[src/rtl/core/slsort_pkg.sv]
`timescale 1ns / 1ps
// ----------------------------------------------------------------------------
// slsort_pkg
// Shared widths, function and status codes, and the per-cell control bundle
// of the string sorter.
// ----------------------------------------------------------------------------
package slsort_pkg;

    localparam int CH_W     = 8;
    localparam int FUNC_W   = 2;
    localparam int STATUS_W = 2;

    localparam logic [FUNC_W-1:0] FUNC_APPEND = 2'd0;
    localparam logic [FUNC_W-1:0] FUNC_READ   = 2'd1;
    localparam logic [FUNC_W-1:0] FUNC_CLEAR  = 2'd2;
    localparam logic [FUNC_W-1:0] FUNC_NOP    = 2'd3;

    localparam logic [STATUS_W-1:0] STATUS_OK        = 2'd0;
    localparam logic [STATUS_W-1:0] STATUS_FULL      = 2'd1;
    localparam logic [STATUS_W-1:0] STATUS_TRUNCATED = 2'd2;
    localparam logic [STATUS_W-1:0] STATUS_PAST_END  = 2'd3;

    typedef struct packed {
        logic load;
        logic shift;
    } slsort_cell_ctl_t;

endpackage

[src/rtl/core/slsort_cell.sv]
`timescale 1ns / 1ps
// ----------------------------------------------------------------------------
// slsort_cell
// One slot of the sorted word row. Compares its word against the entry and
// either holds, takes its left neighbor's word, or loads the entry.
// ----------------------------------------------------------------------------
module slsort_cell #(
    parameter int WORD_LEN = 16
) (
    input  logic                                        clk,
    input  slsort_pkg::slsort_cell_ctl_t                ctl,
    input  logic [WORD_LEN-1:0][slsort_pkg::CH_W-1:0]   entry_word,
    input  logic [$clog2(WORD_LEN+1)-1:0]               entry_len,
    input  logic [WORD_LEN-1:0][slsort_pkg::CH_W-1:0]   prev_word,
    input  logic [$clog2(WORD_LEN+1)-1:0]               prev_len,
    output logic [WORD_LEN-1:0][slsort_pkg::CH_W-1:0]   word,
    output logic [$clog2(WORD_LEN+1)-1:0]               len,
    output logic                                        after
);

    localparam int LL = $clog2(WORD_LEN+1);

    logic [WORD_LEN-1:0][slsort_pkg::CH_W-1:0] word_reg;
    logic [LL-1:0]                             len_reg;
    logic [LL-1:0]                             min_len;
    logic                                      hit;

    assign word = word_reg;
    assign len  = len_reg;
    assign min_len = (len_reg < entry_len) ? len_reg : entry_len;

    // first differing byte decides, else the longer word sorts after
    always_comb
    begin
        after = (len_reg > entry_len);
        hit   = 1'b0;
        for (int i = 0; i < WORD_LEN; i++)
        begin
            if (!hit && (LL'(i) < min_len) && (word_reg[i] != entry_word[i]))
            begin
                hit   = 1'b1;
                after = (word_reg[i] > entry_word[i]);
            end
        end
    end

    always_ff @(posedge clk)
    begin
        if (ctl.shift)
        begin
            word_reg <= prev_word;
            len_reg  <= prev_len;
        end
        else if (ctl.load)
        begin
            word_reg <= entry_word;
            len_reg  <= entry_len;
        end
    end

endmodule

[config.mk]
export PLATFORM = sky130hd
export DESIGN_NAME = slsort_cell
export DESIGN_NICKNAME = d
export VERILOG_FILES = /design/src/rtl/core/slsort_pkg.sv /design/src/rtl/core/slsort_cell.sv
export SDC_FILE = /design/constraint.sdc
export NUM_CORES = 1
export LEC_CHECK = 0
export ABC_AREA = 1
export BUFFER_PORTS_ARGS = -buffer_cell sky130_fd_sc_hd__buf_2
export CORE_AREA = 2 2 158 160
export CTS_BUF_LIST = sky130_fd_sc_hd__clkbuf_16
export CTS_CLUSTER_SIZE = 8
export DETAILED_ROUTE_END_ITERATION = 12
export DIE_AREA = 0 0 160 162
export MAX_ROUTING_LAYER = met4
export PLACE_DENSITY_LB_ADDON = 0.25
export SLEW_MARGIN = 5
export SYNTH_ARGS = -nofsm -noshare
export SYNTH_HDL_FRONTEND = slang
export SYNTH_SLANG_ARGS = --single-unit
export TNS_END_PERCENT = 30
[constraint.sdc]
create_clock -name clk -period 5.45 [get_ports clk]
set_input_delay 0 -clock clk [delete_from_list [all_inputs] [get_ports clk]]
set_output_delay 0 -clock clk [all_outputs]
set_load 0.02 [all_outputs]
==> impl_metrics.csv, run 1 <==
group,metric,value,unit
critical_path,critPathArrivalTime,3.82,ns
cells_and_area,n_fill_cell,2071,
clocking,cts_setup_buffers,0,
routing,drt_iter0_markers,579,
logic_synthesis,synthArstFlopShare,0,%
min_path,worstHoldPathType,"in -> reg",
placement,dp_hpwl,23200,µm
routing,ant_nets,0,
critical_path,critPathRequiredTime,5.45,ns
timing,timing.final.hold_violations,0,
timing,rsz0062_at_grt,"false",
cells_and_area,seq_area,3990,µm²
die,core,24100,µm²
critical_path,crit_fanout,9,
clocking,cts_tree,"yes",
logic_synthesis,synthCells,1080,
routing,dr.max_layer_used,"met4",
placement,portBuffers,402,
logic_synthesis,syn_area,9380,µm²
routing,vias,10100,
cells_and_area,mostFrequentLayoutCells,"buf_2, dlygate4sd3_1, nand2_1",
routing,drt-total-wl,32900,µm
power_and_ir_drop,total_power,3640,µW
logic_synthesis,synth_cell_types,45,
die,die_area,25900,µm²
die,io_pins,403,
routing,route.met3.wl,2080,µm
timing,maxSlewViolCount,0,
die,rows,57,
power_and_ir_drop,p_seq_share,36.5,%
timing,timing.setup.tns,0,ns
critical_path,crit_path_start_kind,"register",
clocking,cts_buffer_depth,2,
logic_synthesis,yosys_most_used_dff,"edfxtp_1",
timing,period_share,70.1,%
cells_and_area,fin_cells,2074,
routing,routedLengthMet1,13200,µm
critical_path,worstSetupPathType,"reg -> out",
flow_run,drv_cap,0,
placement,dp_cells,1780,
clocking,clk_pin_slew_worst_paths,0.06,ns
global_routing,overflow,0,
timing,relSlewSlack,28.7,%
routing,drcViolationCount,0,
global_routing,grt_max_degree,115,
power_and_ir_drop,powerDensity,244,nW/µm²
power_and_ir_drop,p_sw_share,34.0,%
critical_path,path_common_cell,"nand2_1",
critical_path,max_stage_delay,0.45,ns
critical_path,end_kind,"output pin",
cells_and_area,area.growth.synth_to_final,58.9,%
logic_synthesis,ys_seq_elements,133,
placement,placed_area,11700,µm²
cells_and_area,stdcell_area,14900,µm²
timing,tightest_slew,1.07,ns
timing,fmax,262,MHz
routing,dr.pass1.iters,5,
timing,finalSetupViolCount,0,
die,die_w,160,µm
power_and_ir_drop,irDropWorstVdd,179,µV
die,initial_core_util,38.9,%
power_and_ir_drop,power_frac_comb,32.4,%
logic_synthesis,ys_seq_area_share,42.6,%
die,die_y,162,µm
power_and_ir_drop,leakage,0.00752,µW
critical_path,crit_slowest_cell,"edfxtp_1",
cells_and_area,multiInputGateArea,4610,µm²
logic_synthesis,synth.avg_cell_area,8.68,µm²
clocking,ctsResizeCount,0,
power_and_ir_drop,clkPwrFrac,31.0,%
global_routing,track_usage,25.8,%
placement,place.gp.congestion,0.867,
routing,routed_via_density,4.88,
routing,wire_per_inst,15.8,µm
cells_and_area,final_common_cell,"buf_2",
critical_path,crit_chain,"ha_1 > a21oi_4 > nand3_4 > nand2_2 > nand2_2 > nor2_8 > inv_2 > nor2_1 > nor2_1 > nand2_1 > inv_2 > nor2_8 > nand4_2 > nor3_2 > nand3_1 > clkinv_1 > nand3_1 > o21ai_1 > inv_1 > nand2_1 > nand2_1 > nand2_1 > nand2_1 > buf_2",
logic_synthesis,synth-edff-count,133,
logic_synthesis,postSynthNetCount,1482,
clocking,htreeDepth,4,
timing,post-route-min-period,3.82,ns
power_and_ir_drop,switchingPower,1240,µW
clocking,clock_sinks,133,
clocking,cts_buffers,17,
cells_and_area,drive_gt1_share,26.3,%
cells_and_area,finalNetCount,2138,
logic_synthesis,synth_warnings,0,
global_routing,antenna_found_initial,2,
run_status,status,"finished, final reports clean",
routing,wl_met2,16400,µm
power_and_ir_drop,intPower,2400,µW
clocking,root_buffer,"clkbuf_16",
cells_and_area,largest_reg_flops,128,
global_routing,grt_pass1_wl,51300,µm
global_routing,grt_pass1_vias,10400,
## worst paths after layout
kind	to	cells past startpoint	from
worst max-delay path	after	24	len[4]
worst min-delay path	word[36]	3	entry_word[36]
## cells in the mapped netlist, drive strengths merged (2+ instances only)
library cell | instances | area, µm²
nor3 | 3 | 20.0
buf | 3 | 11.3
o21ai | 128 | 641
o221ai | 3 | 26.3
ha | 133 | 1660
inv | 175 | 657
nor2 | 37 | 179
clkbuf | 26 | 97.6
o21a | 3 | 22.5
o311ai | 2 | 17.5
o211ai | 12 | 90.1
a211oi | 4 | 30.0
nand3 | 50 | 268
nand2 | 268 | 1040
nand3b | 5 | 41.3
edfxtp | 133 | 3990
a21oi | 57 | 300
o31ai | 2 | 15.0
a2111oi | 2 | 17.5
clkinv | 2 | 7.51
nor4 | 2 | 12.5
nand4 | 21 | 153
## power groups by stage
stage / combinational [µW] / clock (µW) / sequential, µW
after CTS: 1170 / 1150 / 1330
after global routing: 1320 / 1190 / 1340
after detailed placement: 993 / 0 / 1350
after global placement: 981 / 0 / 1340
final: 1180 / 1130 / 1330
after floorplan: 473 / 0 / 1490
## per-layer routing
metal  vias to the layer above  GRT usage, %
met4                         0          10.7
met3                        74          5.57
li1                       5015             -
met2                       383          45.6
met1                      4653          28.4
met5                         -             -
## cell type report
type	instances	area share [%]
antenna	2	0.0336
clock buffer	17	2.85
clock inverter	14	0.865
inverter	177	4.46
multi-input combinational	741	31.0
sequential	133	26.8
tap	324	2.72
timing repair buffer	666	31.3
## metrics by stage
stage	hold WS (ns)	setup slack, ns	utilization (%)
final	0.0129	1.63	61.8
after global routing	0.0338	1.17	61.8
after CTS	0.00464	1.64	61.8
after detailed placement	0.274	2.11	48.7
after global placement	0.272	2.22	48.7
after floorplan	0.179	2.40	-
## cell families (layout without fill, tap and decap cells)
| group | count (synthesis) | in the layout | share of synthesized area [%] |
|---|---|---|---|
| other | 0 | 2 | 0 |
| buffers and inverters | 206 | 874 | 8.25 |
| and+or+nand+nor | 390 | 390 | 18.6 |
| adders and majority gates | 133 | 133 | 17.7 |
| DFF | 133 | 133 | 42.6 |
| AOI/OAI and AO/OA | 218 | 218 | 12.8 |
## critical path: cells and delay by family, from the launching register on
kind,cells,cell delay (ns)
AND/OR/NAND/NOR,16,1.66
flip-flops,1,0.45
adder cells (fa/ha/maj),1,0.37
buffers and inverters,5,0.44
AO/OA/AOI/OAI,2,0.48
## timing repair
action	CTS	global route
hold endpoints to repair	133	0
endpoints found under the setup margin	0	0
hold buffers	261	0
Power figures use the tool's default switching activity.
==> run 2, diff against run 1 <==
ABC_AREA = 0   (was 1)
CORE_AREA = 2 2 159 161   (was 2 2 158 160)
DIE_AREA = 0 0 161 163   (was 0 0 160 162)
clock period = 3.52 ns   (was 5.45 ns; I/O delays follow)
==> impl_metrics.csv, run 2 <==
group,metric,value,unit
run_status,status,"finished, final reports clean",
logic_synthesis,syn_area,9300,µm²
critical_path,end_kind,"output pin",
timing,period_share,99.0,%
timing,timing.final.hold_violations,0,
logic_synthesis,synth-edff-count,133,
placement,portBuffers,402,
cells_and_area,n_fill_cell,2104,
power_and_ir_drop,leakage,0.00730,µW
global_routing,grtUsageMet2,43.4,%
clocking,cts_buffer_depth,2,
clocking,cts_tree,"yes",
routing,drt_iter0_markers,623,
global_routing,grt_pass1_vias,9961,
critical_path,crit_fanout,7,
cells_and_area,area.growth.synth_to_final,61.0,%
cells_and_area,seq_area,3990,µm²
power_and_ir_drop,powerDensity,377,nW/µm²
logic_synthesis,netlist_top_cells_area,"edfxtp_1, ha_1, o21ai_0, inv_1, nand2_1",
critical_path,worstSetupPathType,"reg -> out",
timing,maxSlewViolCount,0,
die,io_pins,403,
global_routing,grt_max_degree,250,
global_routing,antenna_found_initial,2,
logic_synthesis,synth_cell_types,53,
cells_and_area,final_common_cell,"buf_2",
logic_synthesis,yosys_most_used_dff,"edfxtp_1",
cells_and_area,mostFrequentLayoutCells,"buf_2, dlygate4sd3_1, o21ai_0",
flow_run,drv_cap,0,
routing,wire_per_inst,16.6,µm
cells_and_area,finalNetCount,2032,
placement,place.gp.congestion,0.842,
clocking,root_buffer,"clkbuf_16",
logic_synthesis,ys_seq_area_share,42.9,%
placement,dp_slack,0.452,ns
global_routing,grt.met3_usage,4.66,%
die,core,24700,µm²
timing,post-route-min-period,3.48,ns
timing,relSlewSlack,35.9,%
timing,fin_ws,0.0366,ns
logic_synthesis,postSynthNetCount,1375,
global_routing,track_usage,24.9,%
routing,drcViolationCount,0,
power_and_ir_drop,irDropWorstVdd,251,µV
cells_and_area,largest_reg_flops,128,
timing,finalSetupViolCount,0,
placement,dp_cells,1682,
placement,dp_hpwl,23000,µm
min_path,worstHoldPathType,"in -> reg",
logic_synthesis,synth.avg_cell_area,9.56,µm²
die,die_area,26200,µm²
cells_and_area,drive_gt1_share,29.5,%
timing,timing.setup.tns,0,ns
global_routing,grt_pass1_wl,50000,µm
routing,dr.pass1.iters,7,
routing,ant_nets,0,
logic_synthesis,synthArstFlopShare,0,%
logic_synthesis,synth_top_area_cell,"edfxtp_1",
clocking,cts_buffers,17,
die,rows,58,
cells_and_area,fin_cells,1976,
cells_and_area,multiInputGateArea,4740,µm²
global_routing,grt_busiest_layer,"met2",
clocking,clk_pin_slew_worst_paths,0.07,ns
logic_synthesis,synth.most_common_cell,"o21ai_0",
timing,fmax,287,MHz
critical_path,crit_slowest_cell,"or4b_4",
logic_synthesis,yosysTopAreaCellShare,42.9,%
timing,tightest_slew,0.961,ns
routing,vias,9839,
logic_synthesis,synth_common_cells,"o21ai_0, inv_1, edfxtp_1, ha_1, nand2_1",
cells_and_area,final_util,60.7,%
critical_path,max_stage_delay,0.53,ns
logic_synthesis,ys_seq_elements,133,
global_routing,use_met1,29.0,%
routing,drt-total-wl,32900,µm
logic_synthesis,synth_warnings,0,
logic_synthesis,synthCells,973,
global_routing,overflow,0,
critical_path,crit_chain,"ha_1 > o21ai_1 > o221ai_2 > buf_6 > a311o_1 > or4b_4 > a311oi_2 > a21oi_1 > a22oi_2 > o32ai_2 > buf_4",
routing,routed_via_density,4.98,
die,die_y,163,µm
critical_path,crit_path_start_kind,"register",
critical_path,critPathRequiredTime,3.52,ns
clocking,clock_sinks,133,
critical_path,critPathArrivalTime,3.48,ns
clocking,htreeDepth,4,
die,initial_core_util,37.7,%
die,die_w,161,µm
run 2: metal layers:
metal	share of wire [%]	vias up
met1	41	4557
met4	3.5	0
met3	5.7	82
li1	-	4811
met2	50	389
met5	0	-
run 2: per-stage QoR:
stage / area [µm²] / total power, µW / hold slack (ns)
after floorplan: 9300 / 2990 / 0.187
after global placement: 11700 / 3560 / 0.277
after detailed placement: 11700 / 3580 / 0.284
after CTS: 14800 / 5620 / 0.00518
after global routing: 15000 / 5940 / 0.0190
final: 15000 / 5640 / 0.0160
run 2: timing repair:
action | CTS | global route
hold endpoints to repair | 133 | 0
cloned | 0 | 1
buffers inserted | 0 | 2
setup endpoints to repair | 1 | 1
pin swaps | 1 | 8
gates resized for setup | 0 | 19
hold buffers | 256 | 0
run 2: worst max-delay path, delay by kind of cell, from the launching register on:
kind                     cells  cell delay, ns
AO/OA/AOI/OAI                7            1.48
adder cells (fa/ha/maj)      1            0.31
buffers and inverters        2            0.35
flip-flops                   1            0.39
AND/OR/NAND/NOR              1            0.53
run 2: layout make-up:
cell class / instances / share of cell area, %
antenna: 3 / 0.0501
clock buffer: 17 / 2.84
clock inverter: 15 / 0.869
inverter: 139 / 3.48
multi-input combinational: 665 / 31.6
sequential: 133 / 26.7
tap: 330 / 2.76
timing repair buffer: 674 / 31.7
run 2: power by group:
part	total, µW	switching [µW]	internal (µW)
clock network	1750	776	977
registers	2060	103	1950
logic	1830	971	862
run 2: cell families after synthesis:
logic type / Yosys count / share of synthesized area [%]
buffers and inverters: 175 / 7.13
flip-flops: 133 / 42.9
AND/OR/NAND/NOR: 244 / 12.3
AO/OA/AOI/OAI: 264 / 16.9
adder cells (fa/ha/maj): 133 / 17.9
multiplexers: 24 / 2.87
run 2: final timing paths:
kind / from / slack, ns / to / depth (start not counted)
setup / recovery: len[3] / 0.04 / after / 11
hold / removal: entry_word[1] / 0.02 / word[1] / 3
